**src/hdl/obhb_pkg.sv**
```systemverilog
// Shared types and constants for the overwriting byte history buffer.
// Holds sizes, opcode and status codes, payload structs and the
// controller-to-datapath command and status structs. No dependencies.
package obhb_pkg;

   localparam int DEPTH     = 4096;
   localparam int MAX_READ  = 64;
   localparam int POS_W     = 48;
   localparam int CAP_W     = 13;
   localparam int CNT_W     = 7;
   localparam int ADDR_W    = $clog2(DEPTH);
   localparam int CAP_LIMIT = (DEPTH < (2 ** CAP_W) - 1) ? DEPTH : (2 ** CAP_W) - 1;
   localparam int CAP_RESET = (CAP_LIMIT < 4096) ? CAP_LIMIT : 4096;

   typedef enum logic [1:0] {
      OP_WRITE = 2'd0,
      OP_READ  = 2'd1,
      OP_CLOSE = 2'd2,
      OP_NONE  = 2'd3
   } opcode_type;

   typedef enum logic [1:0] {
      ST_DATA     = 2'd0,
      ST_CLOSED   = 2'd1,
      ST_NOT_YET  = 2'd2,
      ST_REJECTED = 2'd3
   } status_type;

   typedef struct packed {
      logic [1:0]       opcode;
      logic [7:0]       data_byte;
      logic [POS_W-1:0] read_begin;
      logic [CNT_W-1:0] read_count;
   } req_payload_type;

   typedef struct packed {
      status_type       status;
      logic [7:0]       out_byte;
      logic [POS_W-1:0] position;
      logic             last;
   } rsp_payload_type;

   typedef enum logic [7:0] {
      S_IDLE   = 8'b0000_0001,
      S_CMP    = 8'b0000_0010,
      S_OFS    = 8'b0000_0100,
      S_LEN    = 8'b0000_1000,
      S_SET    = 8'b0001_0000,
      S_FETCH  = 8'b0010_0000,
      S_SEND   = 8'b0100_0000,
      S_STAT   = 8'b1000_0000
   } state_type;

   typedef struct packed {
      logic do_write;
      logic do_close;
      logic load_read;
      logic calc_oldest;
      logic calc_offset;
      logic calc_start;
      logic calc_setup;
      logic fetch;
      logic send;
      logic send_status;
   } cmd_type;

   typedef struct packed {
      logic out_free;
      logic unwritten;
      logic last_byte;
   } dp_status_type;

endpackage

```
**src/hdl/obhb_ctrl.sv**
```systemverilog
// Sequencer for the history buffer: accepts items and steps a read
// through its setup and byte-send phases. Depends on obhb_pkg.
module obhb_ctrl import obhb_pkg::*; (
   input  logic          clock,
   input  logic          reset,
   input  logic          req_valid,
   output logic          req_stall,
   input  logic [1:0]    req_opcode,
   input  dp_status_type dp_stat,
   output cmd_type       cmd
);

   state_type state_ff, state_in;
   logic      fire;

   assign req_stall = !((state_ff == S_IDLE) && dp_stat.out_free);
   assign fire      = req_valid && !req_stall;

   always_comb begin
      cmd             = '0;
      cmd.do_write    = fire && (req_opcode == OP_WRITE);
      cmd.do_close    = fire && (req_opcode == OP_CLOSE);
      cmd.load_read   = fire && (req_opcode == OP_READ);
      cmd.calc_oldest = (state_ff == S_CMP);
      cmd.calc_offset = (state_ff == S_OFS);
      cmd.calc_start  = (state_ff == S_LEN);
      cmd.calc_setup  = (state_ff == S_SET);
      cmd.fetch       = (state_ff == S_FETCH);
      cmd.send        = (state_ff == S_SEND) && dp_stat.out_free;
      cmd.send_status = (state_ff == S_STAT) && dp_stat.out_free;
   end

   always_comb begin
      state_in = state_ff;
      case (state_ff)
         S_IDLE: begin
            if (cmd.load_read) state_in = S_CMP;
         end
         S_CMP:   state_in = S_OFS;
         S_OFS: begin
            state_in = dp_stat.unwritten ? S_STAT : S_LEN;
         end
         S_LEN:   state_in = S_SET;
         S_SET:   state_in = S_FETCH;
         S_FETCH: state_in = S_SEND;
         S_SEND: begin
            if (dp_stat.out_free && dp_stat.last_byte) state_in = S_IDLE;
         end
         S_STAT: begin
            if (dp_stat.out_free) state_in = S_IDLE;
         end
         default: state_in = S_IDLE;
      endcase
   end

   always_ff @(posedge clock) begin
      if (reset) begin
         state_ff <= S_IDLE;
      end else begin
         state_ff <= state_in;
      end
   end

endmodule

```
**config.mk**
```make
export PLATFORM = sky130hd
export DESIGN_NAME = obhb_ctrl
export DESIGN_NICKNAME = d
export VERILOG_FILES = /design/src/hdl/obhb_pkg.sv /design/src/hdl/obhb_ctrl.sv
export SDC_FILE = /design/constraint.sdc
export NUM_CORES = 1
export LEC_CHECK = 0
export ABC_CLOCK_PERIOD_IN_PS = 2800
export BUFFER_PORTS_ARGS = -buffer_cell sky130_fd_sc_hd__buf_2
export CAP_MARGIN = 5
export CORE_AREA = 2 2 39 41
export DETAILED_ROUTE_END_ITERATION = 10
export DIE_AREA = 0 0 41 43
export PLACE_DENSITY = 0.67
export REMOVE_ABC_BUFFERS = 1
export SLEW_MARGIN = 25
export SYNTH_ARGS = -nofsm -noshare
export SYNTH_HDL_FRONTEND = slang
export SYNTH_SLANG_ARGS = --single-unit
```
**constraint.sdc**
```tcl
create_clock -name clock -period 2.8 [get_ports clock]
set_clock_uncertainty 0.05 [all_clocks]
set_input_delay 0 -clock clock [delete_from_list [all_inputs] [get_ports clock]]
set_output_delay 0 -clock clock [all_outputs]
set_load 0.02 [all_outputs]
```
==> results.txt <==
- Yosys top cell area share: approximately a third
- The routed layout has about 600 vias.
- Global routing used 17.9% of the available tracks across all layers.
- Setup repair after global routing left no endpoint under its margin.
* Total DRC errors in the routed layout: 0
- Inserted Diodes: 0
- Maximum operating frequency: around 0.42 GHz
- Leaving out fill and tap cells, the most frequent cell in the layout is sky130_fd_sc_hd__buf_2.
- The die covers about 0.0018 mm2.
- Average instance area after synthesis: 7.94 um2
- VDD sags by at most approximately 0.17 mV.
- At the worst endpoint, the required time is 2.94 ns.
* Met2 wire length: 575 um
- The register with the most flip-flops in the layout has 8 of them.
- TritonCTS built the clock tree.
- Root Driver: sky130_fd_sc_hd__clkbuf_4
- Fin nets: 96
- After global routing the overflow that remains totals 0.
* Area of the placeable core: 0.00138 mm2
- Static Leakage: around 0.30 nW
- Timing analysis after detailed placement gives a worst setup slack of a little under 0.9 ns.
* Clock-pin slew on the worst setup and hold paths: 0.05 ns
* Portion of the clock cycle consumed by the worst path in the final layout: 85.3%
- Final setup viols: 0
- Internal reg-to-reg setup slack: between 0.4 and 0.5 ns
- Synthesis inferred 8 register bits.
* Largest regs: state_ff x8
- At the end of routability-driven placement, the weighted congestion stood at between 0.8 and 0.9.
* Effective utilization at floorplan: 36.2%
- Transition time at the pin with the least slew margin: ~0.45 ns
- Warnings from Yosys: 0
* Number of max-slew violations in the final report: 0
- Worst hold path class: input port to flop
- More flip-flops sit in one register than any other, and that register is state_ff.
- Time the worst path needs with I/O delays and setup: ~2.4 ns
* Number of routed nets with antenna violations: 0
- The initial antenna violation count came to 0.
- Routed via count divided by cell count: around 6
- Headroom to the max-slew limit came out at between 70% and 80%.
* Met3 layer wire length in the routed design: 115 um
- Entering global routing, the biggest net connects 9 pins.
* Number of clock sinks seen by CTS: 8
* Ranking of synthesized cells by area: sky130_fd_sc_hd__dfxtp_1, sky130_fd_sc_hd__nor2_1, sky130_fd_sc_hd__nor3b_1
- Io pins: 19
- Total routed wirelength: approximately 1.3 mm
- Number of cells produced by synthesis: 63
* Number of clock buffers inserted by TritonCTS: 3
- Summing the areas of all compound-gate instances in the mapped netlist gives 12.0% of the synthesized area.
- The later pin in the worst-skew pair is clocked with a latency of ~0.25 ns.
- Buffers from clock root to sink, at most: 2
* Core Rows: 14
- Outcome: finished clean
- Post-synthesis share of cell area spent on xor and xnor gates: around 3.5%
* Global-route wire length before repair: about 2.1 mm
- Die height: 43 um
* Synth Area in Adders: 0%
- Dividing the detail-routed wire length by the instance count gives roughly 12 um.
- The area growth from synthesis to layout is 31.7%.
- The number of global-route vias before repair is approximately 530.
- The count of buffers added on input and output ports is 18.
* Commonest cells after routing, fill and taps aside: sky130_fd_sc_hd__buf_2, sky130_fd_sc_hd__nor2_1, sky130_fd_sc_hd__dfxtp_1
- In the final layout, the share of cells above drive strength 1 is between 20% and 30%.
- Worst setup path category: flop to flop
- Count of final hold-check violations: 0
- Proportion of synthesized area in mux cells: 2.00%
- Total iterations of the first detailed-routing run: 4
- Least setup slack across all paths after layout: around 0.4 ns
- Netlist Area Pre-Place: ~500 um2
- Max-cap check violation count: 0
* Number of H-tree levels: 1
- Met1 routed wirelength after detailed routing: roughly 520 um
- After synthesis, the largest family of logic cells by area is simple AND/OR/NAND/NOR gates.
* Pwr dens: roughly 490 mW/mm2
- Highest fanout seen on the critical path: 8
- Data on the critical path arrives at its endpoint at about 2.5 ns.
* Overall die width: 41 um
- The synthesized netlist contains 28 unique library cells.
- Fraction of the mapped netlist area in simple logic gates: between 40% and 50%
- After the first detailed-routing iteration, the DRC count stood at 19.
- After filler insertion, the fill cell instance count of the layout stands at 150.
* Seq/Total Area, Yosys: about a third
* Detail Placement HPWL: just under 1 mm
- Top Layer Used: met4
* Critical path endpoint category: flop
- STA classifies the critical path startpoint as a flop.
- Setup total negative slack on the finished layout was measured at 0 ns.
- The largest total area in the synthesized netlist belongs to sky130_fd_sc_hd__dfxtp_1.
[critical path: stages, from the launching register on]
cell	delay [ns]
sky130_fd_sc_hd__dfxtp_1	0.36
sky130_fd_sc_hd__or4_4	0.56
sky130_fd_sc_hd__or4_4	0.52
sky130_fd_sc_hd__nor4_2	0.25
sky130_fd_sc_hd__dlygate4sd3_1	0.58
[synth_stat cells (all sizes together)]
| cell type | n |
|---|---|
| nor3 | 2 |
| nand3 | 2 |
| nor3b | 4 |
| nand4 | 1 |
| dfxtp | 8 |
| or4 | 3 |
| a21boi | 1 |
| nor4bb | 2 |
| inv | 4 |
| o21ai | 2 |
| clkbuf | 1 |
| a21oi | 3 |
| nand3b | 1 |
| o2bb2ai | 1 |
| nand4b | 1 |
| nor4b | 1 |
| nor4 | 5 |
| o211ai | 1 |
| nor2 | 10 |
| nor2b | 1 |
| nand2 | 4 |
| a22oi | 1 |
| mux2i | 1 |
| xnor2 | 2 |
| nand2b | 1 |
[final cells by class]
class / instances / area [um2] / area share (%)
multi-input cells: 50 / 322 / 48.8
flip-flops and latches: 8 / 160 / 24.3
repair buffers: 21 / 120 / 18.2
clock buffers: 3 / 22.5 / 3.42
well taps: 16 / 20.0 / 3.04
inverters: 4 / 15.0 / 2.28
[routing by layer]
layer / GRT usage [%] / vias up
met5: 0 / -
li1: - / 286
met4: 17.3 / 0
met2: 24.4 / 44
met1: 22.5 / 259
met3: 2.62 / 6
[repair_timing]
item	CTS	global route
resized for setup	0	0
buffers inserted	0	0
hold buffers	3	0
hold endpoints to repair	4	0
[through the flow]
step | instance area [um2] | utilization (%) | cells | hold WS (ns) | power, W
after CTS | 659 | 47.6 | 102 | 0.179 | 0.000325
after global routing | 659 | 47.6 | 102 | 0.238 | 0.000344
final | 659 | 47.6 | 102 | 0.185 | 0.000322
after detailed placement | 607 | 43.9 | 96 | 0.133 | 0.000234
after global placement | 607 | 43.9 | 96 | 0.136 | 0.000234
after floorplan | 497 | - | 62 | 0.0203 | 0.000206
[cells by family after synthesis]
family,Yosys count
and+or+nand+nor,38
AOI/OAI and AO/OA,9
DFF,8
buffers and inverters,5
xor gates and xnor gates,2
muxes,1
[power breakdown]
part | switching, W | internal (W)
registers | 0.0000104 | 0.000120
logic | 0.0000601 | 0.0000452
clock network | 0.0000377 | 0.0000489
[final timing paths]
kind,from,to,cells after the start
setup / recovery,state_ff[6],state_ff[1],4
hold / removal,req_valid,state_ff[0],4
setup reg to reg,state_ff[6],state_ff[1],4
hold reg to reg,state_ff[1],state_ff[2],1
(Power assumes the default switching activity.)
